**src/oriented_gradient_integral_histogram_core_macros.svh**
```systemverilog
// ---------------------------------------------------------------------------
// Assertion macros for the oriented gradient integral histogram core
// Concurrent checks that compile away when SYNTHESIS is defined.
// ---------------------------------------------------------------------------
`ifndef ORIENTED_GRADIENT_INTEGRAL_HISTOGRAM_CORE_MACROS_SVH
`define ORIENTED_GRADIENT_INTEGRAL_HISTOGRAM_CORE_MACROS_SVH
`ifndef SYNTHESIS
`define OGIH_ASSERT_NOW(lbl, clk, rst_n, ante, cons) \
    lbl: assert property (@(posedge clk) disable iff (!rst_n) (ante) |-> (cons)) \
        else $error("ogih assertion failed");
`define OGIH_ASSERT_NEXT(lbl, clk, rst_n, ante, cons) \
    lbl: assert property (@(posedge clk) disable iff (!rst_n) (ante) |=> (cons)) \
        else $error("ogih assertion failed");
`else
`define OGIH_ASSERT_NOW(lbl, clk, rst_n, ante, cons)
`define OGIH_ASSERT_NEXT(lbl, clk, rst_n, ante, cons)
`endif
`endif

```
**src/ogih_pkg.sv**
```systemverilog
// ---------------------------------------------------------------------------
// ogih_pkg
// Shared types, widths and the orientation boundary tangents.
// ---------------------------------------------------------------------------
package ogih_pkg;

    localparam int PIX_W  = 8;
    localparam int CFG_W  = 11;
    localparam int D_W    = 9;
    localparam int SUM_W  = 23;
    localparam int INT_W  = 33;
    localparam int MAG_W  = 13;
    localparam int BIN_W  = 4;
    localparam int TAN_W  = 19;
    localparam int OUT_BINS = 9;
    localparam int SQ_W   = 26;
    localparam int SQ_STEPS = 13;

    localparam logic CFG_WIDTH  = 1'b0;
    localparam logic CFG_HEIGHT = 1'b1;

    // Tangents of the bin boundaries below 90 degrees, 16 fraction bits,
    // grouped by bin count.
    localparam logic [TAN_W-1:0] TAN_TABLE [20] = '{
        19'd65536,
        19'd37837,
        19'd27146, 19'd158218,
        19'd21294, 19'd90203,
        19'd17560, 19'd65536, 19'd244584,
        19'd14958, 19'd52263, 19'd136087,
        19'd13036, 19'd43790, 19'd98082, 19'd329472,
        19'd11556, 19'd37837, 19'd78103, 19'd180059
    };
    localparam logic [4:0] TAN_OFFSET [10] = '{
        5'd0, 5'd0, 5'd0, 5'd1, 5'd2, 5'd4, 5'd6, 5'd9, 5'd12, 5'd16
    };

    typedef struct packed {
        logic full;
        logic empty;
    } t_q_stat;

    function automatic logic [TAN_W-1:0] tan_of(input int nb, input logic [3:0] i);
        logic [4:0] idx;
        idx = TAN_OFFSET[nb] + {1'b0, i};
        if (idx > 5'd19) begin
            return '0;
        end
        return TAN_TABLE[idx];
    endfunction

endpackage

```
**src/ogih_queue.sv**
```systemverilog
// ---------------------------------------------------------------------------
// ogih_queue
// Small FIFO of gradient jobs between the front and the back part.
// ---------------------------------------------------------------------------
module ogih_queue #(
    parameter int W     = 30,
    parameter int DEPTH = 4
) (
    input  logic         i_clk,
    input  logic         i_rst_n,
    input  logic         i_push,
    input  logic [W-1:0] i_data,
    input  logic         i_pop,
    output logic [W-1:0] o_data,
    output ogih_pkg::t_q_stat o_stat
);
    localparam int PW = $clog2(DEPTH);

    logic [W-1:0] r_mem [DEPTH];
    logic [PW-1:0] r_wp, r_rp;
    logic [PW:0]   r_cnt;

    always_ff @(posedge i_clk) begin
        if (!i_rst_n) begin
            r_wp  <= '0;
            r_rp  <= '0;
            r_cnt <= '0;
        end else begin
            if (i_push) begin
                r_wp <= (r_wp == PW'(DEPTH - 1)) ? '0 : r_wp + 1'b1;
            end
            if (i_pop) begin
                r_rp <= (r_rp == PW'(DEPTH - 1)) ? '0 : r_rp + 1'b1;
            end
            if (i_push && !i_pop) begin
                r_cnt <= r_cnt + 1'b1;
            end else if (!i_push && i_pop) begin
                r_cnt <= r_cnt - 1'b1;
            end
        end
    end

    always_ff @(posedge i_clk) begin
        if (i_push) begin
            r_mem[r_wp] <= i_data;
        end
    end

    assign o_data       = r_mem[r_rp];
    assign o_stat.full  = (r_cnt == (PW+1)'(DEPTH));
    assign o_stat.empty = (r_cnt == '0);

endmodule

```
**config.mk**
```make
export PLATFORM = sky130hd
export DESIGN_NAME = ogih_queue
export DESIGN_NICKNAME = d
export VERILOG_FILES = /design/src/oriented_gradient_integral_histogram_core_macros.svh /design/src/ogih_pkg.sv /design/src/ogih_queue.sv
export SDC_FILE = /design/constraint.sdc
export NUM_CORES = 1
export LEC_CHECK = 0
export ABC_AREA = 0
export BUFFER_PORTS_ARGS = -buffer_cell sky130_fd_sc_hd__buf_2
export CAP_MARGIN = 40
export CORE_ASPECT_RATIO = 0.7
export CORE_MARGIN = 2
export CORE_UTILIZATION = 40
export DETAILED_ROUTE_END_ITERATION = 8
export SLEW_MARGIN = 5
export SYNTH_ARGS = -nofsm -noshare
export SYNTH_HDL_FRONTEND = slang
export SYNTH_SLANG_ARGS = --single-unit
```
**constraint.sdc**
```tcl
create_clock -name i_clk -period 1.6 [get_ports i_clk]
set_input_delay 0.16 -clock i_clk [delete_from_list [all_inputs] [get_ports i_clk]]
set_output_delay 0.16 -clock i_clk [all_outputs]
set_load 0.02 [all_outputs]
```
## Yosys cells after proc, flatten, opt, wreduce, memory -nomap -nowiden

Memory sizes are Yosys's and may differ from the RTL's. A register that Yosys moved wholly into a read port is not among the register bits.
Cells that the tools add are included.

| storage, ports and cells | value |
|---|---|
| flip-flop bits (word level) | 7 |
| bits in latches | 0 |
| bits in writable memories | 120 |
| ROM bits | 0 |
| input bits | 34 |
| output and inout port bits | 32 |
| logic and storage cells | 25 |
| memories | 1 |

| operators by class | value |
|---|---|
| add/subtract/negate cells | 4 |
| $mul | 0 |
| divide/modulo/power cells | 0 |
| $lt $le $gt $ge | 0 |
| equal/unequal tests | 3 |
| shift operators | 0 |
| mux-type cells | 8 |
| bitwise operators | 0 |
| reduce and logical (&&, ||, !) cells | 6 |

Memories:

| name | words | bits a word | read ports | clocked after memory_dff | write ports | line | source |
|---|---|---|---|---|---|---|---|
| r_mem | 4 | 30 | 1 | 1 | 1 | ogih_queue.sv:19 | `logic [W-1:0] r_mem [DEPTH];` |

Operators with widths:

| kind | number |
|---|---|
| $mux 2 | 4 |
| $mux 3 | 2 |
| $add 2x1->2 const B | 2 |
| $eq 2x2->1 const B | 2 |
| $add 3x1->3 const B | 1 |
| $eq 3x3->1 const B | 1 |
| $logic_not 3->1 | 1 |
| $sub 3x1->3 const B | 1 |
| $logic_and 1x1->1 | 2 |
| $logic_not 1->1 | 2 |
| $mux 1 | 2 |
| $reduce_bool 2->1 | 1 |

## Logic depth before layout (Yosys ltp)

Gate-level depths: netlist of run 1.

| depth | value |
|---|---|
| depth in word-level cells | 4 |
| mapped depth | 7 |
| depth with buffers taken out | 7 |

## Worst setup path after synthesis of run 1

Ideal clock, no wire load.

| path | value |
|---|---|
| path type | register to register |
| start point | register r_wp[0] |
| end point | memory r_mem[3][0] (enable) |
| library setup time | 390 ps |
| data arrival time | 1,296 ps |
| required time | 1,210 ps |
| slack | -86 ps |
| cell stages (with the launch flop) | 3 |
| buffers on the path | 0 |
| clock period less this slack | 1,686 ps |
| cells stage by stage | dfxtp_1 -> ha_1 -> and2_1 |

RTL lines:

| item | line | source |
|---|---|---|
| start, declared | ogih_queue.sv:20 | `logic [PW-1:0] r_wp, r_rp;` |
| start signal, assigned | ogih_queue.sv:30 | `r_wp <= (r_wp == PW'(DEPTH - 1)) ? '0 : r_wp + 1'b1;` |
| end, declared | ogih_queue.sv:19 |  |

Straight into the memory's write port.

==> metrics.md, run 1 <==
| Metric | Value |
|---|---|
| Status | `complete, but fails checks` |
| Failing checks | `setup timing` |
| Global Route met1 Usage | `0.193` |
| Layer with the highest usage | `met2` |
| Antenna violations before repair | `0` |
| Total GRT Usage | `0.146` |
| Worst Path Arrival | `1.69 ns` |
| Vias per cell | `~4.8` |
| Pint | `~6.3 mW` |
| Final Setup Violations | `30` |
| Pins Over Slew Limit | `0` |
| Worst Setup Slack, final | `-0.250 ns` |
| I/O pin cnt | `66` |
| Sink Count | `129` |
| Final min period | `1.85 ns` |
| Number of remaining DRC errors | `0` |
| CTS root buf | `clkbuf_16` |
| Total power | `8.24 mW` |
| CTS tree | `yes` |
| Max-cap viol count | `0` |
| DRT Pass-1 Iters | `4` |
| Most common cell after layout, fill and taps aside | `edfxtp_1` |
| First-pass GRT wire length | `13,500 µm` |
| Clk pin slew, worst setup/hold paths | `0.06 ns` |
| Worst hold margin | `0.0710 ns` |
| Sequential share of power | `0.475` |
| Switching Share | `0.238` |
| Critical Path End Type | `output port` |
| Skew final | `0.00493 ns` |
| Cells after Synth | `200` |
| Finished Layout Cells | `494` |
| Grt met2 use | `0.226` |
| Total Routed Length | `a little under 9000 µm` |
| Via Count | `2,358` |
| Inserted Diodes | `0` |
| YS warnings | `0` |
| Commonest cells after routing, fill and taps aside | `edfxtp_1, buf_2, mux4_2, dlygate4sd3_1, clkbuf_16` |
| Critical path required time | `1.44 ns` |
| Clock power frac | `0.417` |
| CORE AREA | `11,700 µm²` |
| Worst Setup Start Kind | `register` |
| Pin count of the biggest net entering global routing | `22` |
| Die area | `12,900 µm²` |
| Grt ovf | `0` |
| Die Y | `95.5 µm` |
| Worst-path fanout max | `12` |
| Lkg Pwr | `2.24 nW` |
| R2r startpoint | `r_cnt[0]$_SDFFE_PN0P_` |
| PD cells | `approximately 1300 nW/µm²` |
| Yosys cell types | `20` |
| Die width | `135 µm` |
| Max IR drop VDD | `approximately 0.0008 V` |
| Skew-Pair Late Insertion Delay | `0.40 ns` |
| Final instance area | `6350 µm²` |
| Layout net count | `365` |
| Antenna violation net count after detailed routing | `0` |
| Area grow syn2layout | `32.7%` |
| Netlist Area Pre-Place | `between 4000 and 5000 µm²` |
| Critical path class | `reg2out` |
| Syn_area_per_cell | `23.9 µm²` |
| H-Tree Depth | `4` |
| Setup Total Neg Slack | `-6.45 ns` |
| Worst Tran Pin Value | `between 0.3 and 0.4 ns` |
| Fill cells | `926` |
| FMAX | `around 540 MHz` |
| Hold crit path type | `in2reg` |
| Starting density of the core | `0.410` |
| Row Count | `33` |
| Drt wl/cell | `~18 µm` |
| RSZ-0062 raised after global routing | `true` |
| Share of cells above drive strength 1 | `0.442` |
| Port Buf Inserts | `65` |
| Final period utilization | `1.16` |
| Sw Pwr | `1.96 mW` |
| Max_slew headroom | `0.776` |
| Hold_sp | `i_rst_n` |
| Net count after synthesis | `241` |
| DP Cell Count | `431` |
| Initial DRC count | `176` |
| FF+latch count, synth | `129` |
| GP Congestion | `0.687` |
| Register area share after synthesis | `0.791` |
| Post-DP HPWL | `5250 µm` |
| Area post-placement | `between 5000 and 6000 µm²` |
| Met3 GRT Util | `0.0484` |
| TritonCTS buffer count | `17` |
| Number of global-route vias before repair | `about 2,500` |
| Final Hold Vio Count | `0` |
| Clk buf depth | `2` |
| Comb pwr share | `0.108` |
-- registers in the layout (all words and copies together) (netlist names), named ones only --
name and cells:
r_cnt 3, r_mem 120, r_rp 2, r_wp 2
-- routing by layer --
metal	part of all wire	routed length, µm
met3	0.052	455
met1	0.48	4150
met5	0	0
met2	0.46	3990
met4	0.011	97
-- power groups by stage --
| stage | logic [mW] | registers (mW) | clock network [mW] |
|---|---|---|---|
| after floorplan | 0.496 | 3.97 | 0 |
| after global placement | 0.793 | 3.98 | 0 |
| after detailed placement | 0.807 | 3.98 | 0 |
| after CTS | 0.872 | 3.91 | 3.52 |
| after global routing | 0.966 | 3.93 | 3.65 |
| final | 0.890 | 3.91 | 3.43 |
-- cell type report --
| class | count | area (µm²) | share of cell area |
|---|---|---|---|
| inverters | 4 | 15.0 | 0.00236 |
| repair buffers | 111 | 870 | 0.137 |
| clock inverters | 15 | 111 | 0.0175 |
| flip-flops and latches | 129 | 3790 | 0.597 |
| clock buffers | 17 | 425 | 0.0670 |
| well taps | 157 | 196 | 0.0309 |
| multi-input cells | 61 | 943 | 0.149 |
-- path summary, 6_finish.rpt --
| check | endpoint | slack (ns) | cells past startpoint |
|---|---|---|---|
| max reg2reg | r_cnt[2]$_SDFFE_PN0P_ | 0.11 | 4 |
| min | r_cnt[0]$_SDFFE_PN0P_ | 0.07 | 2 |
| max | o_data[29] | -0.25 | 3 |
| min reg2reg | r_cnt[2]$_SDFFE_PN0P_ | 0.51 | 2 |
-- per-stage QoR --
stage	utilization	worst slack, ns
5_1_grt	0.543	-0.311
4_1_cts	0.538	-0.290
6_report	0.543	-0.250
3_3_place_gp	0.466	0.0360
2_1_floorplan	-	0.161
3_5_place_dp	0.466	-0.0165
-- timing repair --
item / 4_1_cts / 5_1_grt
hold endpoints to repair: 120 / 0
endpoints found under the setup margin: 30 / 30
gates cloned: 0 / 1
gates resized for setup: 3 / 12
setup buffers: 0 / 0
hold buffers: 30 / 0
-- cells in the mapped netlist --
cell type	count	share of area
edfxtp_1	120	0.75
mux4_2	30	0.14
dfxtp_1	9	0.038
ha_1	6	0.016
and2_1	5	0.0065
nor2b_1	5	0.0065
inv_1	4	0.0031
mux2i_1	4	0.0084
buf_2	3	0.0031
buf_6	3	0.0071
nor3_1	2	0.0021
a21boi_0	1	0.0016
fa_1	1	0.0042
nor2_1	1	0.00078
nor3b_1	1	0.0016
o21a_1	1	0.0016
o21ai_0	1	0.0010
or3_1	1	0.0013
xnor2_1	1	0.0018
xor2_1	1	0.0018
-- worst max-delay path, stage by stage (launching register included) --
cell and delay [ns]:
dfxtp_4 0.40, buf_12 0.18, mux4_2 0.53, buf_2 0.18
-- logic make-up (layout without fill, tap and decap cells) --
| logic type | Yosys count | after routing | share of synthesized area |
|---|---|---|---|
| compound gates | 3 | 3 | 0.00418 |
| flops | 129 | 129 | 0.791 |
| mux | 34 | 34 | 0.150 |
| buf+inv | 10 | 147 | 0.0133 |
| xor+xnor | 2 | 2 | 0.00366 |
| fa+ha+maj | 7 | 7 | 0.0199 |
| simple gates | 15 | 15 | 0.0188 |
Note: power is estimated with default switching activity, not from simulation.
==> run 2, diff against run 1 <==
--- a/config.mk
+++ b/config.mk
@@ -12,6 +12,7 @@
 export CORE_MARGIN = 2
 export CORE_UTILIZATION = 40
 export DETAILED_ROUTE_END_ITERATION = 8
+export PLACE_DENSITY = 0.62
 export SLEW_MARGIN = 5
 export SYNTH_ARGS = -nofsm -noshare
 export SYNTH_HDL_FRONTEND = slang
==> metrics.md, run 2 (same netlist as run 1, synthesis figures left out) <==
| Metric | Value |
|---|---|
| Status | `complete, but fails checks (unchanged)` |
| Failing checks | `setup timing (unchanged)` |
| Sequential share of power | `0.446 (was 0.475)` |
| Area grow syn2layout | `34.7% (was 32.7%)` |
| Critical path class | `reg2out (unchanged)` |
| Number of remaining DRC errors | `0 (unchanged)` |
| Most common cell after layout, fill and taps aside | `edfxtp_1 (unchanged)` |
| Drt wl/cell | `17.2 µm (was 17.6 µm)` |
| Worst Tran Pin Value | `0.305 ns (was 0.335 ns)` |
| Fill cells | `910 (was 926)` |
| Share of cells above drive strength 1 | `0.436 (was 0.442)` |
| Critical Path End Type | `output port (unchanged)` |
| Hold_sp | `i_rst_n (unchanged)` |
| Final Hold Vio Count | `0 (unchanged)` |
| Register Area | `3790 µm² (unchanged)` |
| Pin count of the biggest net entering global routing | `31 (was 22)` |
| Endpoint of the lowest-slack register-to-register path | `r_cnt[2]$_SDFFE_PN0P_ (unchanged)` |
| Die area | `12,900 µm² (unchanged)` |
| Worst-path fanout max | `11 (was 12)` |
| Vias per cell | `4.72 (was 4.77)` |
| Worst Setup Slack, final | `-0.258 ns (was -0.250 ns)` |
| Layout Utilization | `0.552 (was 0.543)` |
| Total GRT Usage | `0.148 (was 0.146)` |
| Clk pin slew, worst setup/hold paths | `0.05 ns (was 0.06 ns)` |
| Area post-placement | `5430 µm² (was 5440 µm²)` |
| Max-cap viol count | `0 (unchanged)` |
| Worst reg2reg path depth | `4 (unchanged)` |
| Skew-Pair Late Insertion Delay | `0.41 ns (was 0.40 ns)` |
| Commonest cells after routing, fill and taps aside | `edfxtp_1, buf_2, mux4_2, dlygate4sd3_1, clkbuf_16 (unchanged)` |
| Layout net count | `365 (unchanged)` |
| Switching Share | `0.216 (was 0.238)` |
| Row Count | `33 (unchanged)` |
| CORE AREA | `11,700 µm² (unchanged)` |
| I/O pin cnt | `66 (unchanged)` |
| Antenna violations before repair | `0 (unchanged)` |
| Largest registers | `r_mem (120), r_cnt (3) (unchanged)` |
| Initial DRC count | `133 (was 176)` |
| Die width | `135 µm (unchanged)` |
| Max_slew headroom | `0.797 (was 0.776)` |
| Inserted Diodes | `0 (unchanged)` |
| Final min period | `1.86 ns (was 1.85 ns)` |
| Post-CTS setup buffers | `0 (unchanged)` |
| Largest reg by FF count | `r_mem (unchanged)` |
| Clk buf depth | `2 (unchanged)` |
| First-pass GRT wire length | `13,600 µm (was 13,500 µm)` |
| Final period utilization | `1.16 (about the same)` |
| CTS root buf | `clkbuf_16 (unchanged)` |
| Via Count | `2,334 (was 2,358)` |
| Hold Path Cell Cnt | `2 (unchanged)` |
| PD cells | `1360 nW/µm² (was 1300 nW/µm²)` |
| Sink Count | `129 (unchanged)` |
| Max IR drop VDD | `0.000813 V (was 0.000806 V)` |
| Final Setup Violations | `30 (unchanged)` |
| Grt ovf | `0 (unchanged)` |
| Clock power frac | `0.452 (was 0.417)` |
| Number of global-route vias before repair | `2,577 (was 2,494)` |
| Port Buf Inserts | `65 (unchanged)` |
| R2r startpoint | `r_cnt[0]$_SDFFE_PN0P_ (unchanged)` |
| Multi-input logic area | `943 µm² (unchanged)` |
| Sw Pwr | `1.90 mW (was 1.96 mW)` |
| Final instance area | `6450 µm² (was 6350 µm²)` |
| Max reg flops | `120 (unchanged)` |
| Critical path required time | `1.44 ns (about the same)` |
| Hold crit path type | `in2reg (unchanged)` |
| CTS tree | `yes (unchanged)` |
| Reg2Reg Setup Slack | `0.13 ns (was 0.11 ns)` |
| Lkg Pwr | `2.28 nW (was 2.24 nW)` |
| Starting density of the core | `0.410 (unchanged)` |
| Total Routed Length | `8480 µm (was 8700 µm)` |
| Antenna violation net count after detailed routing | `0 (unchanged)` |
| Worst Path Arrival | `1.70 ns (was 1.69 ns)` |
| Worst Setup Start Kind | `register (unchanged)` |
| H-Tree Depth | `4 (unchanged)` |
| Pins Over Slew Limit | `0 (unchanged)` |
| GP Congestion | `0.677 (was 0.687)` |
| TritonCTS buffer count | `17 (unchanged)` |
| Pint | `6.89 mW (was 6.27 mW)` |
| DRT Pass-1 Iters | `4 (unchanged)` |
| RSZ-0062 raised after global routing | `true (unchanged)` |
| Die Y | `95.5 µm (unchanged)` |
| Skew final | `0.00319 ns (was 0.00493 ns)` |
| Comb pwr share | `0.102 (was 0.108)` |
| FMAX | `538 MHz (was 541 MHz)` |
| Post-DP HPWL | `5010 µm (was 5250 µm)` |
run 2: changes by cell type in the layout (fill, tap and decap cells not counted), moves of 2 or more:
| cell | before | now |
|---|---|---|
| inv_6 | 4 | 1 |
| buf_2 | 58 | 55 |
| clkinv_1 | 0 | 2 |
| buf_6 | 7 | 10 |
| bufinv_16 | 0 | 4 |
run 2: final cells by class:
class / instances / share of cell area
clock buffers: 17 / 0.0660
clock inverters: 15 / 0.0297
well taps: 157 / 0.0305
multi-input cells: 61 / 0.146
repair buffers: 111 / 0.137
flip-flops and latches: 129 / 0.588
inverters: 4 / 0.00233
run 2: per-stage QoR:
| stage | hold WS [ns] | setup TNS [ns] | instances | total power, mW | setup WS [ns] |
|---|---|---|---|---|---|
| 2_1_floorplan | 0.259 | 0 | 200 | 4.46 | 0.161 |
| 3_3_place_gp | 0.374 | 0 | 431 | 4.76 | 0.0421 |
| 3_5_place_dp | 0.378 | 0 | 431 | 4.78 | 0.00638 |
| 4_1_cts | 0.0393 | -8.20 | 494 | 8.89 | -0.312 |
| 5_1_grt | 0.0594 | -8.71 | 494 | 9.09 | -0.322 |
| 6_report | 0.0505 | -6.89 | 494 | 8.79 | -0.258 |
run 2: power by group through the flow:
| stage | sequential [mW] | clock, mW | combinational (mW) |
|---|---|---|---|
| 2_1_floorplan | 3.97 | 0 | 0.496 |
| 3_3_place_gp | 3.98 | 0 | 0.782 |
| 3_5_place_dp | 3.99 | 0 | 0.794 |
| 4_1_cts | 3.92 | 4.05 | 0.911 |
| 5_1_grt | 3.94 | 4.18 | 0.969 |
| 6_report | 3.92 | 3.97 | 0.895 |
run 2: worst max-delay path, cell delays in order (launching register included):
cell and delay (ns):
dfxtp_4 0.42, buf_12 0.18, mux4_2 0.52, buf_2 0.18
run 2: per-layer routing:
layer	up-vias	wire length [µm]	global-route usage
met2	55	4100	0.232
met3	17	402	0.0436
met5	-	0	0
met1	1180	3820	0.190
met4	0	158	0.0737
li1	1082	-	-
run 2: what timing repair did:
item                                   4_1_cts  5_1_grt
gates cloned                                 1        0
endpoints found under the hold margin      120        0
resized for setup                           22        2
pin swaps                                    0        0
hold buffers                                30        0
setup endpoints to repair                   30       30
run 2: worst max-delay path by stage:
stage	startpoint	end	slack [ns]	cells past startpoint
2_1_floorplan	i_pop	r_cnt[2]$_SDFFE_PN0P_	0.16	7
3_3_place_gp	i_pop	r_cnt[2]$_SDFFE_PN0P_	0.04	8
3_5_place_dp	i_pop	r_cnt[2]$_SDFFE_PN0P_	0.006	8
4_1_cts	register	o_data[17]	-0.31	3
5_1_grt	register	o_data[17]	-0.32	3
6_report	register	o_data[29]	-0.26	3
==> run 3, diff against run 2 <==
--- a/config.mk
+++ b/config.mk
@@ -10,9 +10,9 @@
 export CAP_MARGIN = 40
 export CORE_ASPECT_RATIO = 0.7
 export CORE_MARGIN = 2
-export CORE_UTILIZATION = 40
+export CORE_UTILIZATION = 51
 export DETAILED_ROUTE_END_ITERATION = 8
-export PLACE_DENSITY = 0.62
+export PLACE_DENSITY = 0.76
 export SLEW_MARGIN = 5
 export SYNTH_ARGS = -nofsm -noshare
 export SYNTH_HDL_FRONTEND = slang
==> metrics.md, run 3 (same netlist as run 1, synthesis figures left out) <==
| Metric | Value |
|---|---|
| Antenna violation net count after detailed routing | `0 (unchanged)` |
| CTS tree | `yes (unchanged)` |
| Area grow syn2layout | `34.6% (was 34.7%)` |
| Worst reg2reg path depth | `4 (unchanged)` |
| FMAX | `535 MHz (was 538 MHz)` |
| Initial DRC count | `193 (was 133)` |
| Clk pin slew, worst setup/hold paths | `0.05 ns (about the same)` |
| Max_slew headroom | `0.866 (was 0.797)` |
| Number of remaining DRC errors | `0 (unchanged)` |
| Critical path depth in cells | `3 (unchanged)` |
| Starting density of the core | `0.525 (was 0.410)` |
| Layout Utilization | `0.707 (was 0.552)` |
| TritonCTS buffer count | `17 (unchanged)` |
| Endpoint of the lowest-slack register-to-register path | `r_cnt[2]$_SDFFE_PN0P_ (unchanged)` |
| Worst Setup Start Kind | `register (unchanged)` |
| Critical-path top delay cell | `mux4_2 (unchanged)` |
| Largest registers | `r_mem (120), r_cnt (3) (unchanged)` |
| Number of global-route vias before repair | `2,551 (was 2,577)` |
| Max IR drop VDD | `0.00135 V (was 0.000813 V)` |
| Max reg flops | `120 (unchanged)` |
| Fill cells | `569 (was 910)` |
| RSZ-0062 raised after global routing | `true (unchanged)` |
| Skew final | `0.00548 ns (was 0.00319 ns)` |
| H-Tree Depth | `4 (unchanged)` |
| Share of cells above drive strength 1 | `0.414 (was 0.436)` |
| Finished Layout Cells | `456 (was 494)` |
| Met1 wire length | `3890 µm (was 3820 µm)` |
| PD cells | `1300 nW/µm² (was 1360 nW/µm²)` |
| Skew-Pair Late Insertion Delay | `0.40 ns (was 0.41 ns)` |
| GP Congestion | `0.726 (was 0.677)` |
| Commonest cells after routing, fill and taps aside | `edfxtp_1, buf_2, mux4_2, dlygate4sd3_1, buf_6 (was edfxtp_1, buf_2, mux4_2, dlygate4sd3_1, clkbuf_16)` |
| Critical path required time | `1.44 ns (about the same)` |
| Max-cap viol count | `0 (unchanged)` |
| Post-CTS setup buffers | `0 (unchanged)` |
| Layout net count | `362 (was 365)` |
| Metal2 WL | `4400 µm (was 4100 µm)` |
| Total power | `8.36 mW (was 8.79 mW)` |
| Worst-path fanout max | `6 (was 11)` |
| Drt wl/cell | `19.3 µm (was 17.2 µm)` |
| Hold crit path type | `in2reg (unchanged)` |
| WP buf/inv | `2 (unchanged)` |
| Worst hold margin | `0.0654 ns (was 0.0505 ns)` |
| Top sig layer | `met4 (unchanged)` |
| DP Cell Count | `393 (was 431)` |
| CP max stage delay | `0.54 ns (was 0.52 ns)` |
| Post-DP HPWL | `5110 µm (was 5010 µm)` |
| Critical Path End Type | `output port (unchanged)` |
| Status | `complete, but fails checks (unchanged)` |
| Die Y | `85.1 µm (was 95.5 µm)` |
| Worst Tran Pin Value | `0.200 ns (was 0.305 ns)` |
| Antenna violations before repair | `1 (was 0)` |
| Delay-heaviest family, CP | `multiplexers (unchanged)` |
| CORE AREA | `9110 µm² (was 11,700 µm²)` |
| Crit-path cells | `buf_12 -> mux4_2 -> buf_6 (was buf_12 -> mux4_2 -> buf_2)` |
| Critical path class | `reg2out (unchanged)` |
| Final Hold Vio Count | `0 (unchanged)` |
| Die area | `10,200 µm² (was 12,900 µm²)` |
| Reg2Reg Setup Slack | `0.12 ns (was 0.13 ns)` |
| Post-Place Setup Slack | `-0.0509 ns (was 0.00638 ns)` |
| Met3 WL | `496 µm (was 402 µm)` |
| I/O pin cnt | `66 (unchanged)` |
| Grt ovf | `0 (unchanged)` |
| Total GRT Usage | `0.186 (was 0.148)` |
| Failing checks | `setup timing (unchanged)` |
| DRT Pass-1 Iters | `5 (was 4)` |
| Clk buf depth | `2 (unchanged)` |
| Lkg Pwr | `2.28 nW (about the same)` |
| Largest reg by FF count | `r_mem (unchanged)` |
| R2r startpoint | `r_cnt[0]$_SDFFE_PN0P_ (unchanged)` |
| Crit path capture | `o_data[7] (was o_data[29])` |
| Pins Over Slew Limit | `0 (unchanged)` |
| Most common cell after layout, fill and taps aside | `edfxtp_1 (unchanged)` |
| Via Count | `2,380 (was 2,334)` |
| Row Count | `29 (was 33)` |
| Pin count of the biggest net entering global routing | `31 (unchanged)` |
| Sink Count | `129 (unchanged)` |
| Final Setup Violations | `30 (unchanged)` |
| CTS root buf | `clkbuf_16 (unchanged)` |
| First-pass GRT wire length | `13,500 µm (was 13,600 µm)` |
| Port Buf Inserts | `65 (unchanged)` |
| Final min period | `1.87 ns (was 1.86 ns)` |
| Worst Setup Slack, final | `-0.270 ns (was -0.258 ns)` |
| Total Routed Length | `8820 µm (was 8480 µm)` |
| Vias per cell | `5.22 (was 4.72)` |
| Die width | `120 µm (was 135 µm)` |
| Final period utilization | `1.17 (was 1.16)` |
| Worst Path Arrival | `1.71 ns (was 1.70 ns)` |
==> run 3: changes by cell type in the layout (fill, tap and decap cells not counted), sizes merged <==
cell / before / now
buf: 81 / 76
bufinv: 4 / 2
clkbuf: 17 / 20
clkinv: 7 / 9
clkinvlp: 3 / 0
diode: 0 / 1
inv: 5 / 4
==> run 3: metal layers <==
layer | GRT usage | vias up
met5 | 0 | -
met4 | 0.0428 | 0
met3 | 0.0820 | 4
met2 | 0.302 | 77
met1 | 0.237 | 1224
li1 | - | 1075
==> run 3: timing repair <==
item,in CTS,in global routing
hold endpoints to repair,120,0
cloned,1,2
endpoints found under the setup margin,30,30
resized for setup,8,40
hold buffers,30,0
==> run 3: worst min path at each step <==
stage / from / to / slack (ns) / depth (start not counted)
after global placement: i_data[3] / r_mem[1][3]$_DFFE_PP_ / 0.37 / 1
after global routing: i_rst_n / r_wp[0]$_SDFFE_PN0P_ / 0.06 / 2
after detailed placement: i_data[24] / r_mem[0][24]$_DFFE_PP_ / 0.38 / 1
after CTS: i_rst_n / r_cnt[0]$_SDFFE_PN0P_ / 0.05 / 2
after floorplan: i_data[0] / r_mem[0][0]$_DFFE_PP_ / 0.26 / 0
final: i_rst_n / r_cnt[0]$_SDFFE_PN0P_ / 0.07 / 2
==> run 3: final cells by class <==
type | instances | area [µm²] | area share
antenna | 1 | 2.50 | 0.000388
sequential | 129 | 3790 | 0.588
clock inverter | 11 | 98.8 | 0.0153
tap | 124 | 155 | 0.0241
clock buffer | 18 | 429 | 0.0666
timing repair buffer | 108 | 1010 | 0.157
multi-input combinational | 61 | 943 | 0.146
inverter | 4 | 15.0 | 0.00233
==> run 3: through the flow <==
stage	area, µm²	TNS, ns
finish	6440	-7.42
detailed placement	5390	-0.0509
floorplan	4790	0
global placement	5390	0
global route	6440	-9.09
CTS	6260	-7.76
==> run 3: power by group <==
part           switching [mW]  internal (mW)
sequential             0.0655           3.86
combinational           0.473          0.509
clock                    1.23           2.22
